## src/rtl/fas_pkg.sv

```systemverilog
// ---------------------------------------------------------------------------
// fas_pkg: shared types and constants for the flight arming supervisor
// Word layouts, error and gesture codes, register indexes and switch levels.
// ---------------------------------------------------------------------------
package fas_pkg;

   // function select of a request word
   localparam logic FUNC_ARM_CHECK = 1'b0;
   localparam logic FUNC_STOP_CHECK = 1'b1;

   // configuration register indexes
   localparam int unsigned CSR_INDEX_WIDTH = 3;
   localparam int unsigned CSR_DATA_WIDTH = 16;
   localparam logic [CSR_INDEX_WIDTH-1:0] CSR_THROTTLE_TH = 3'd0;
   localparam logic [CSR_INDEX_WIDTH-1:0] CSR_PITCH_TH = 3'd1;
   localparam logic [CSR_INDEX_WIDTH-1:0] CSR_ROLL_TH = 3'd2;
   localparam logic [CSR_INDEX_WIDTH-1:0] CSR_YAW_TH = 3'd3;
   localparam logic [CSR_INDEX_WIDTH-1:0] CSR_HOLD_TICKS = 3'd4;

   // register reset values
   localparam logic [8:0] TH_RESET = 9'd400;
   localparam logic [15:0] HOLD_RESET = 16'd1000;

   // stop switch bands and power limit
   localparam logic signed [10:0] STOP_LOW_LEVEL = -11'sd100;
   localparam logic signed [10:0] STOP_HIGH_LEVEL = 11'sd300;
   localparam logic [2:0] POWER_MAX_OK = 3'd2;

   typedef enum logic [2:0] {
      ERR_NONE = 3'd0,
      ERR_IMU = 3'd1,
      ERR_BARO = 3'd2,
      ERR_INERTIAL = 3'd3,
      ERR_POWER = 3'd4,
      ERR_FLASH = 3'd5
   } arm_err_type;

   typedef enum logic [2:0] {
      PH_IDLE = 3'b001,
      PH_TIMING = 3'b010,
      PH_DONE = 3'b100
   } phase_type;

   // request word without the tick count
   typedef struct packed {
      logic func;
      logic [9:0] throttle;
      logic [9:0] roll;
      logic [9:0] pitch;
      logic [9:0] yaw;
      logic [9:0] aux_stop;
      logic [3:0] sensor_ok_bits;
      logic [2:0] power_level;
      logic flash_busy;
   } req_type;

   typedef struct packed {
      logic [8:0] throttle_th;
      logic [8:0] pitch_th;
      logic [8:0] roll_th;
      logic [8:0] yaw_th;
      logic [15:0] hold_ticks;
   } cfg_type;

   // supervisor control state
   typedef struct packed {
      logic armed;
      logic arm_cmd;
      phase_type phase;
      logic stop_latched;
      logic baro_led;
      logic inertial_led;
   } ctl_type;

   typedef struct packed {
      logic armed;
      logic arm_request;
      arm_err_type arm_error;
      logic throttle_low;
      logic baro_fault_seen;
      logic inertial_fault_seen;
      logic stop_fired;
   } rsp_type;

endpackage

```

## src/rtl/fas_eval.sv

```systemverilog
// ---------------------------------------------------------------------------
// fas_eval: single-pass evaluation of one supervisor word
// Computes the error code, throttle flag, gesture timing, arm command and
// emergency stop handling, giving next control state and the response word.
// ---------------------------------------------------------------------------
module fas_eval #(
   parameter int unsigned TICK_WIDTH = 32
) (
   input fas_pkg::req_type item,
   input logic [TICK_WIDTH-1:0] tick,
   input fas_pkg::cfg_type cfg,
   input fas_pkg::ctl_type ctl,
   input logic [TICK_WIDTH-1:0] start,
   output fas_pkg::ctl_type ctl_next,
   output logic [TICK_WIDTH-1:0] start_next,
   output fas_pkg::rsp_type rsp
);
   import fas_pkg::*;

   logic signed [10:0] thr_x, rol_x, pit_x, yaw_x, aux_x;
   logic signed [10:0] thr_lim, pit_lim, rol_lim, yaw_lim;
   arm_err_type err;
   logic gesture_held;
   logic [TICK_WIDTH-1:0] start_eff;
   logic [TICK_WIDTH-1:0] elapsed;
   logic timing_eff;
   logic fired;

   // sign-extended stick values and threshold limits
   assign thr_x = $signed({item.throttle[9], item.throttle});
   assign rol_x = $signed({item.roll[9], item.roll});
   assign pit_x = $signed({item.pitch[9], item.pitch});
   assign yaw_x = $signed({item.yaw[9], item.yaw});
   assign aux_x = $signed({item.aux_stop[9], item.aux_stop});
   assign thr_lim = 11'sd0 - $signed({2'b00, cfg.throttle_th});
   assign pit_lim = 11'sd0 - $signed({2'b00, cfg.pitch_th});
   assign rol_lim = 11'sd0 - $signed({2'b00, cfg.roll_th});
   assign yaw_lim = $signed({2'b00, cfg.yaw_th});

   // prioritized error code, flash first
   always_comb begin
      priority if (item.flash_busy) begin
         err = ERR_FLASH;
      end else if (item.power_level > POWER_MAX_OK) begin
         err = ERR_POWER;
      end else if (!item.sensor_ok_bits[2] && !item.sensor_ok_bits[3]) begin
         err = ERR_INERTIAL;
      end else if (!item.sensor_ok_bits[1]) begin
         err = ERR_BARO;
      end else if (!item.sensor_ok_bits[0]) begin
         err = ERR_IMU;
      end else begin
         err = ERR_NONE;
      end
   end

   // inner-eight gesture and its hold time
   assign gesture_held = (thr_x < thr_lim) && (pit_x < pit_lim) &&
                         (rol_x < rol_lim) && (yaw_x > yaw_lim);
   assign start_eff = (ctl.phase == PH_IDLE) ? tick : start;
   assign timing_eff = (ctl.phase == PH_IDLE) || (ctl.phase == PH_TIMING);
   assign elapsed = tick - start_eff;

   always_comb begin
      ctl_next = ctl;
      start_next = start;
      fired = 1'b0;
      rsp = '0;
      unique case (item.func)
         FUNC_ARM_CHECK: begin
            // sticky fault lamps
            if (!item.sensor_ok_bits[1]) begin
               ctl_next.baro_led = 1'b1;
            end
            if (!item.sensor_ok_bits[2] && !item.sensor_ok_bits[3]) begin
               ctl_next.inertial_led = 1'b1;
            end
            // gesture phase tracking and arm toggle
            if (gesture_held) begin
               start_next = start_eff;
               if (timing_eff) begin
                  ctl_next.phase = PH_TIMING;
                  if (elapsed > TICK_WIDTH'(cfg.hold_ticks)) begin
                     ctl_next.arm_cmd = !ctl.armed;
                     ctl_next.phase = PH_DONE;
                  end
               end
            end else begin
               ctl_next.phase = PH_IDLE;
            end
            // no arming with an error present
            if (!ctl.armed && ctl_next.arm_cmd && (err != ERR_NONE)) begin
               ctl_next.arm_cmd = 1'b0;
            end
            ctl_next.armed = ctl_next.arm_cmd;
            rsp.arm_error = err;
            rsp.throttle_low = !(thr_x > thr_lim);
         end
         FUNC_STOP_CHECK: begin
            // emergency stop switch with re-arm on low band
            if (aux_x < STOP_LOW_LEVEL) begin
               ctl_next.stop_latched = 1'b0;
            end else if (aux_x > STOP_HIGH_LEVEL) begin
               ctl_next.arm_cmd = 1'b0;
               if (!ctl.stop_latched) begin
                  ctl_next.stop_latched = 1'b1;
                  ctl_next.armed = 1'b0;
                  fired = 1'b1;
               end
            end
            rsp.arm_error = ERR_NONE;
            rsp.throttle_low = 1'b0;
         end
         default: begin
            rsp.arm_error = ERR_NONE;
         end
      endcase
      rsp.armed = ctl_next.armed;
      rsp.arm_request = ctl_next.arm_cmd;
      rsp.baro_fault_seen = ctl_next.baro_led;
      rsp.inertial_fault_seen = ctl_next.inertial_led;
      rsp.stop_fired = fired;
   end

endmodule

```

## src/rtl/flight_arming_supervisor_core.sv

```systemverilog
// ---------------------------------------------------------------------------
// flight_arming_supervisor_core: arming supervisor for a flight controller
// Input register, one evaluation pass, and a response register with stall.
// ---------------------------------------------------------------------------
// A taken request word passes through the input register and then the response register.
// Throughput: one word per cycle; req_stall rises only while the response
// register holds a word that rsp_stall keeps, with the input register full.
// Reset clears control state, disarms, and restores threshold defaults.
// The configuration port never stalls; csr_ready is always high.
module flight_arming_supervisor_core #(
   parameter int unsigned TICK_WIDTH = 32
) (
   input logic clock,
   input logic reset,
   // request channel
   input logic req_valid,
   output logic req_stall,
   input logic req_func,
   input logic [9:0] req_throttle,
   input logic [9:0] req_roll,
   input logic [9:0] req_pitch,
   input logic [9:0] req_yaw,
   input logic [9:0] req_aux_stop,
   input logic [3:0] req_sensor_ok_bits,
   input logic [2:0] req_power_level,
   input logic req_flash_busy,
   input logic [TICK_WIDTH-1:0] req_tick_now,
   // response channel
   output logic rsp_valid,
   input logic rsp_stall,
   output logic rsp_armed,
   output logic rsp_arm_request,
   output logic [2:0] rsp_arm_error,
   output logic rsp_throttle_low,
   output logic rsp_baro_fault_seen,
   output logic rsp_inertial_fault_seen,
   output logic rsp_stop_fired,
   // configuration write channel
   input logic csr_valid,
   output logic csr_ready,
   input logic [fas_pkg::CSR_INDEX_WIDTH-1:0] csr_index,
   input logic [fas_pkg::CSR_DATA_WIDTH-1:0] csr_data
);
   import fas_pkg::*;

   logic s1_valid_ff, s1_valid_in;
   req_type s1_word_ff;
   logic [TICK_WIDTH-1:0] s1_tick_ff;
   logic rsp_valid_ff, rsp_valid_in;
   rsp_type rsp_ff, rsp_in;
   ctl_type ctl_ff, ctl_in;
   logic [TICK_WIDTH-1:0] start_ff, start_in;
   cfg_type cfg_ff, cfg_in;
   logic out_free;
   logic s1_move;
   logic req_take;

   // handshake between the two stages
   assign out_free = !rsp_valid_ff || !rsp_stall;
   assign s1_move = s1_valid_ff && out_free;
   assign req_stall = s1_valid_ff && !out_free;
   assign req_take = req_valid && !req_stall;
   assign s1_valid_in = req_take || (s1_valid_ff && !s1_move);
   assign rsp_valid_in = s1_move || (rsp_valid_ff && rsp_stall);

   // evaluation pass
   fas_eval #(
      .TICK_WIDTH(TICK_WIDTH)
   ) u_eval (
      .item(s1_word_ff),
      .tick(s1_tick_ff),
      .cfg(cfg_ff),
      .ctl(ctl_ff),
      .start(start_ff),
      .ctl_next(ctl_in),
      .start_next(start_in),
      .rsp(rsp_in)
   );

   // configuration register writes
   assign csr_ready = 1'b1;
   always_comb begin
      cfg_in = cfg_ff;
      if (csr_valid && csr_ready) begin
         unique case (csr_index)
            CSR_THROTTLE_TH: cfg_in.throttle_th = csr_data[8:0];
            CSR_PITCH_TH: cfg_in.pitch_th = csr_data[8:0];
            CSR_ROLL_TH: cfg_in.roll_th = csr_data[8:0];
            CSR_YAW_TH: cfg_in.yaw_th = csr_data[8:0];
            CSR_HOLD_TICKS: cfg_in.hold_ticks = csr_data[15:0];
            default: cfg_in = cfg_ff;
         endcase
      end
   end

   // control registers
   always_ff @(posedge clock) begin
      if (reset) begin
         s1_valid_ff <= 1'b0;
         rsp_valid_ff <= 1'b0;
         ctl_ff <= '{armed: 1'b0, arm_cmd: 1'b0, phase: PH_IDLE,
                     stop_latched: 1'b0, baro_led: 1'b0, inertial_led: 1'b0};
         start_ff <= '0;
         cfg_ff <= '{throttle_th: TH_RESET, pitch_th: TH_RESET, roll_th: TH_RESET,
                     yaw_th: TH_RESET, hold_ticks: HOLD_RESET};
      end else begin
         s1_valid_ff <= s1_valid_in;
         rsp_valid_ff <= rsp_valid_in;
         cfg_ff <= cfg_in;
         if (s1_move) begin
            ctl_ff <= ctl_in;
            start_ff <= start_in;
         end
      end
   end

   // payload registers
   always_ff @(posedge clock) begin
      if (req_take) begin
         s1_word_ff <= '{func: req_func, throttle: req_throttle, roll: req_roll,
                         pitch: req_pitch, yaw: req_yaw, aux_stop: req_aux_stop,
                         sensor_ok_bits: req_sensor_ok_bits,
                         power_level: req_power_level, flash_busy: req_flash_busy};
         s1_tick_ff <= req_tick_now;
      end
      if (s1_move) begin
         rsp_ff <= rsp_in;
      end
   end

   // response ports
   assign rsp_valid = rsp_valid_ff;
   assign rsp_armed = rsp_ff.armed;
   assign rsp_arm_request = rsp_ff.arm_request;
   assign rsp_arm_error = rsp_ff.arm_error;
   assign rsp_throttle_low = rsp_ff.throttle_low;
   assign rsp_baro_fault_seen = rsp_ff.baro_fault_seen;
   assign rsp_inertial_fault_seen = rsp_ff.inertial_fault_seen;
   assign rsp_stop_fired = rsp_ff.stop_fired;

   // a fired stop leaves the craft disarmed with no arm command
   a_stop_disarms: assert property (@(posedge clock) disable iff (reset)
      rsp_valid_ff && rsp_ff.stop_fired |-> !rsp_ff.armed && !rsp_ff.arm_request)
      else $error("stop fired but craft still armed");

   // a stop response carries no error and no throttle flag
   a_stop_fields: assert property (@(posedge clock) disable iff (reset)
      rsp_valid_ff && rsp_ff.stop_fired |->
         rsp_ff.arm_error == ERR_NONE && !rsp_ff.throttle_low)
      else $error("stop response with arm-check fields set");

   // input stalls only when a word waits in the input register
   a_stall_cause: assert property (@(posedge clock) disable iff (reset)
      req_stall |-> s1_valid_ff && rsp_valid_ff && rsp_stall)
      else $error("request stalled without a blocked word");

   // gesture phase stays one-hot
   a_phase_onehot: assert property (@(posedge clock) disable iff (reset)
      $onehot(ctl_ff.phase))
      else $error("gesture phase not one-hot");

   // fault lamps are sticky
   a_leds_sticky: assert property (@(posedge clock) disable iff (reset)
      !$past(reset) |-> !$fell(ctl_ff.baro_led) && !$fell(ctl_ff.inertial_led))
      else $error("sticky fault lamp cleared");

endmodule
```

## config.mk

```make
export PLATFORM = sky130hd
export DESIGN_NAME = flight_arming_supervisor_core
export DESIGN_NICKNAME = d
export VERILOG_FILES = /design/src/rtl/fas_pkg.sv /design/src/rtl/fas_eval.sv /design/src/rtl/flight_arming_supervisor_core.sv
export SDC_FILE = /design/constraint.sdc
export NUM_CORES = 1
export LEC_CHECK = 0
export BUFFER_PORTS_ARGS = -buffer_cell sky130_fd_sc_hd__buf_2
export CAP_MARGIN = 20
export CORE_ASPECT_RATIO = 1.5
export CORE_UTILIZATION = 40
export CTS_CLUSTER_DIAMETER = 30
export DETAILED_ROUTE_END_ITERATION = 6
export PLACE_DENSITY = 0.58
export SLEW_MARGIN = 30
export SYNTH_ARGS = -nofsm -noshare
export SYNTH_HDL_FRONTEND = slang
export SYNTH_SLANG_ARGS = --single-unit
```

## constraint.sdc

```tcl
create_clock -name clock -period 6.2 [get_ports clock]
set_input_delay 1.24 -clock clock [delete_from_list [all_inputs] [get_ports clock]]
set_output_delay 1.24 -clock clock [all_outputs]
set_load 0.01 [all_outputs]
```

# Yosys cells after proc, flatten, opt, wreduce, memory -nomap -nowiden
# Index checks and enable logic that the tools add are counted.
# Widths: inputs -> output; s select.
totals:
  word_cells: 112
  out_inout_bits: 12
  mem_bits_ro: 0
  inputBits: 115
  memories: 0
  reg_bits: 194
  latch_bits: 0
  ramBits: 0
op_classes:
  add_sub_neg: 4
  mux: 23
  n_eq_ne: 7
  n_reduce_logical: 36
  n_shift: 0
  n_mul: 0
  order_cmp: 9
  n_div: 0
  bitwise: 2
op_table:
  columns: ["cell", "n"]
  rows:
  - ["$gt 32x16->1", 1]
  - ["$mux 32", 1]
  - ["$sub 32x32->32", 1]
  - ["$lt 10x10->1", 3]
  - ["$sub 1x9->10 const A", 3]
  - ["$gt 10x10->1", 2]
  - ["$mux 3", 5]
  - ["$logic_and 1x1->1", 11]
  - ["$gt 10x10->1 const B", 1]
  - ["$lt 10x8->1 const B", 1]
  - ["$mux 1", 10]
  - ["$reduce_and 2->1", 5]
  - ["$eq 3x2->1 const B", 3]
  - ["$logic_not 1->1", 9]
  - ["$reduce_and 3->1", 3]
  - ["$mux 4", 2]
  - ["$pmux 4 s2", 1]
  - ["$eq 3x1->1 const B", 2]
  - ["$mux 2", 3]
  - ["$logic_or 1x1->1", 4]
  - ["$pmux 2 s2", 1]
  - ["$eq 3x3->1 const B", 1]
  - ["$gt 3x2->1 const B", 1]
  - ["$logic_not 3->1", 1]
  - ["5 further kinds", 6]

# Longest topological paths before layout
logic_depth:
  word_depth: 12
  mapped_depth: 26
  ltp_nobuf: 25

# Modules after synthesis
# Synthesis repeated with hierarchy kept, for this count alone.
unflattened:
  hier_cells: 1231
  hier_area_um2: 12120.4
modules_own_cells:
  columns: ["mod", "area_per_inst_um2", "instances", "seq_area_each_um2", "cells_per_inst"]
  rows:
  - ["flight_arming_supervisor_core", 7025.5, 1, 4884.7, 482]
  - ["fas_eval", 5094.9, 1, 0.0, 749]

# Least setup slack after synthesis
# Ideal clock, no wire load.
synth_path:
  kind: "input port to flip-flop"
  startpoint: "input port rsp_stall"
  endpoint: "register s1_tick_ff[0], enable pin"
  setup_time_ns: 0.551
  path_slack_ns: 0.177
  path_stages: 2
  arrival_time_ns: 5.471
  path_buffers: 0
  required_ns: 5.649
  cell_sequence: "and3_1 -> nor2b_1"
synth_between:
  elab_chain_cells: 6
synth_rtl:
  columns: ["item", "line_no", "rtl"]
  rows:
  - ["from (decl)", "flight_arming_supervisor_core.sv:30", "input logic rsp_stall,"]
  - ["$logic_not 1->1", "flight_arming_supervisor_core.sv:59", "assign out_free = !rsp_valid_ff || !rsp_stall;"]
  - ["$logic_or 1x1->1", "flight_arming_supervisor_core.sv:59", null]
  - ["$logic_not 1->1", "flight_arming_supervisor_core.sv:61", "assign req_stall = s1_valid_ff && !out_free;"]
  - ["$logic_and 1x1->1", "flight_arming_supervisor_core.sv:61", null]
  - ["$logic_not 1->1", "flight_arming_supervisor_core.sv:62", "assign req_take = req_valid && !req_stall;"]
  - ["$logic_and 1x1->1", "flight_arming_supervisor_core.sv:62", null]
  - ["via req_take", "flight_arming_supervisor_core.sv:56", "logic req_take;"]
  - ["to (signal assigned)", "flight_arming_supervisor_core.sv:124", "s1_tick_ff <= req_tick_now;"]
  - ["to (decl)", "flight_arming_supervisor_core.sv:48", "logic [TICK_WIDTH-1:0] s1_tick_ff;"]
# The timed path passes the listed nets, and every way through them passes these cells.
# A chain may end at the register's enable or synchronous reset.

==> impl_metrics.csv <==
group,metric,value,unit
routing,wire_per_inst,16.3,µm
synthesis,ys_warn_count,0,
sta,hold_viol,0,
synthesis,syn_area_per_cell,9.78,µm²
routing,wirelength,25100,µm
final_layout,area_growth,15.0,%
clocking,cts_setup_buffers,0,
clocking,tritoncts,"built",
clocking,cts_max_path_buffers,2,
synthesis,synth-edff-count,100,
worst_setup_path,start_kind,"flop",
worst_setup_path,crit_arrival,6.05,ns
synthesis,synth_area,0.0105,mm²
synthesis,synthTopCellsByArea,"edfxtp_1 29%, dfxtp_1 18%, ha_1 10%",
worst_setup_path,cp.required,6.37,ns
clocking,cts_buffers,17,
routing,vias,8179,
routing,first_iter_violations,334,
hold_path,min_path_type,"flop to flop",
sta,max_slew.worst_pin.slew,0.913,ns
sta,relSlewSlack,38.9,%
flow_run,maxCapViolCount,0,
grt,grt_pass1_vias,8130,
synthesis,synthCells,1075,
synthesis,synthArstFlopShare,0,%
placed_design,portBuffers,125,
final_layout,instances_no_fill,1534,
synthesis,netlist.top_cell.by_area,"edfxtp_1",
clocking,htree_levels,4,
floorplan,die-area,0.0270,mm²
final_layout,fin_util,46.8,%
sta,finalCritPeriodShare,94.8,%
power_and_ir_drop,power,3.10,mW
sta,setup_violations,0,
routing,viasPerCell,5.33,
grt,grtUsageTotal,19.4,%
placed_design,dp.cells,1502,
synthesis,synth_commonest_cells,"133 x nand2_1, 100 x edfxtp_1, 94 x dfxtp_1",
routing,drc,0,
synthesis,synth_ff_type,"edfxtp_1",
floorplan,start_util,40.7,%
floorplan,die_h,201,µm
routing,drtPass1Iterations,7,
worst_setup_path,end_kind,"flop",
synthesis,netlist.area_leader.share,28.6,%
sta,rsz0062_at_grt,"no",
placed_design,place_congestion,0.894,
sta,finalClockSkew,0.0118,ns
power_and_ir_drop,switchingPower,0.885,mW
floorplan,core-area,0.0259,mm²
power_and_ir_drop,p_clk_share,35.0,%
clocking,clockRootBuffer,"clkbuf_16",
placed_design,placed_area,0.0115,mm²
power_and_ir_drop,p_sw_share,28.5,%
sta,tns,0,ns
final_layout,antenna_cells,0,
floorplan,std_cell_rows,72,
power_and_ir_drop,p_seq_share,46.2,%
clocking,clock_sinks,194,
sta,holdWs,0.457,ns
power_and_ir_drop,p_int,2.22,mW
clocking,path_clk_slew,0.07,ns
power_and_ir_drop,vdd_drop_max,0.214,mV
synthesis,synth.distinct_cells,70,
sta,slew_violations,0,
grt,grt_max_degree,76,
floorplan,num_io_pins,127,
floorplan,die_w,134,µm
grt,grt-ovfl-total,0,
final_layout,drive_gt1_share,15.9,%
placed_design,dp_slack,0.0931,ns
final_layout,fin_area,0.0121,mm²
power_and_ir_drop,pwr_density_cell,256,mW/mm²
status,outcome,"complete, no violations",
sta,period_needed,5.88,ns
placed_design,hpwl,19100,µm
synthesis,synth-seq-cells,194,
sta,fmax,0.170,GHz
synthesis,synth_most_common_cell,"nand2_1",
grt,grt_pass1_wl,40700,µm
worst_setup_path,worstSetupPathType,"flop to flop",
synthesis,yosysSeqAreaShare,46.4,%
routing,postRouteAntennaNets,0,
power_and_ir_drop,p_leak,4.95,nW
power_and_ir_drop,p_comb_share,18.9,%
synthesis,synth_fp_nets,1275,
clocking,insertion_delay,0.45,ns
worst_setup_path,crit_fanout,7,
final_layout,nets,1388,
sta,setup_ws,0.323,ns
grt,antenna_found_initial,0,
-- what timing repair did --
action                                  CTS  global route
gates resized for setup                   0             7
hold buffers                              0             0
endpoints found under the setup margin    0             5
-- registers in the layout, indices dropped and copies added (netlist names) --
register	count
cfg_ff	52
ctl_ff	8
rsp_arm_error	3
rsp_arm_request	1
rsp_armed	1
rsp_baro_fault_seen	1
rsp_inertial_fault_seen	1
rsp_stop_fired	1
rsp_throttle_low	1
rsp_valid	1
s1_tick_ff	32
s1_valid_ff	1
s1_word_ff	59
start_ff	32
-- cell type report --
class	count	area (µm²)
fillers	2478	13800
well taps	333	417
multi-input cells	786	5310
clock buffers	22	485
inverters	55	206
clock inverters	10	93.8
flip-flops and latches	194	4890
repair buffers	134	693
-- worst max-delay path, stage by stage (launching register included) --
cell and delay (ns):
dfxtp_1 0.38, or3b_1 0.42, nand2_1 0.08, o21ai_0 0.11, ha_1 0.23, fa_1 0.40
nand2b_1 0.17, a21oi_2 0.21, a221o_2 0.28, o21ai_0 0.11, a21oi_1 0.18, o211ai_1 0.11
maj3_1 0.38, xnor2_1 0.14, o21ai_0 0.11, ha_1 0.31, nand4_1 0.13, nor4_1 0.31
a21oi_1 0.12, a2111oi_2 0.36, nand4_1 0.20, nor4_4 0.34, nand3_2 0.15, a21oi_2 0.26
o31ai_1 0.12
-- layout by cell type, fill, tap and decap left out, types with 8 or more instances in the layout --
cell         n
nor4_1       9
xor2_1      28
inv_1       55
nor2_1      87
nand3_1     25
a31oi_1     11
nand2b_1    14
nor2b_1     14
xnor2_1     18
o21a_1      13
dfxtp_1     92
a21o_1      19
o31ai_1      8
nand2_1    133
clkbuf_16   18
nand4_1     14
buf_2      125
edfxtp_1   100
o211ai_1    19
ha_1        84
a21oi_1     85
nor3_1      11
a211oi_1    32
buf_4        9
mux2i_1     35
o21ai_0     22
or3_1        9
-- metal layers --
layer	track usage [%]	up-vias	share of wire, %
li1	-	4147	-
met1	21.1	3862	40
met2	35.9	130	54
met3	3.74	40	2.9
met4	8.39	0	3.1
met5	0	-	0
-- worst paths after layout --
check | startpoint | to | slack [ns] | cells after the start
worst min-delay path | cfg_ff[21]$_SDFFE_PP0P_ | cfg_ff[21]$_SDFFE_PP0P_ | 0.46 | 2
worst max register to register | ctl_ff[4]$_SDFFE_PP0P_ | rsp_arm_request$_DFFE_PP_ | 0.32 | 24
worst max-delay path | ctl_ff[4]$_SDFFE_PP0P_ | rsp_arm_request$_DFFE_PP_ | 0.32 | 24
worst min register to register | cfg_ff[21]$_SDFFE_PP0P_ | cfg_ff[21]$_SDFFE_PP0P_ | 0.46 | 2
-- cells by family after synthesis --
group,after synthesis,share of synthesized area (%)
XOR/XNOR,47,3.99
flip-flops,194,46.4
buffers and inverters,95,3.50
AND/OR/NAND/NOR,357,16.0
AO/OA/AOI/OAI,259,16.3
adder cells (fa/ha/maj),86,10.3
other,1,0.0357
multiplexers,36,3.47
-- power groups by stage --
stage,Sequential [mW],Clock (mW),Combinational (mW)
4_1_cts,1.43,1.12,0.586
3_3_place_gp,1.46,0,0.573
5_1_grt,1.44,1.16,0.658
2_1_floorplan,1.46,0,0.412
6_report,1.43,1.08,0.586
3_5_place_dp,1.46,0,0.581
No activity file was read; power rests on OpenSTA's default activity.
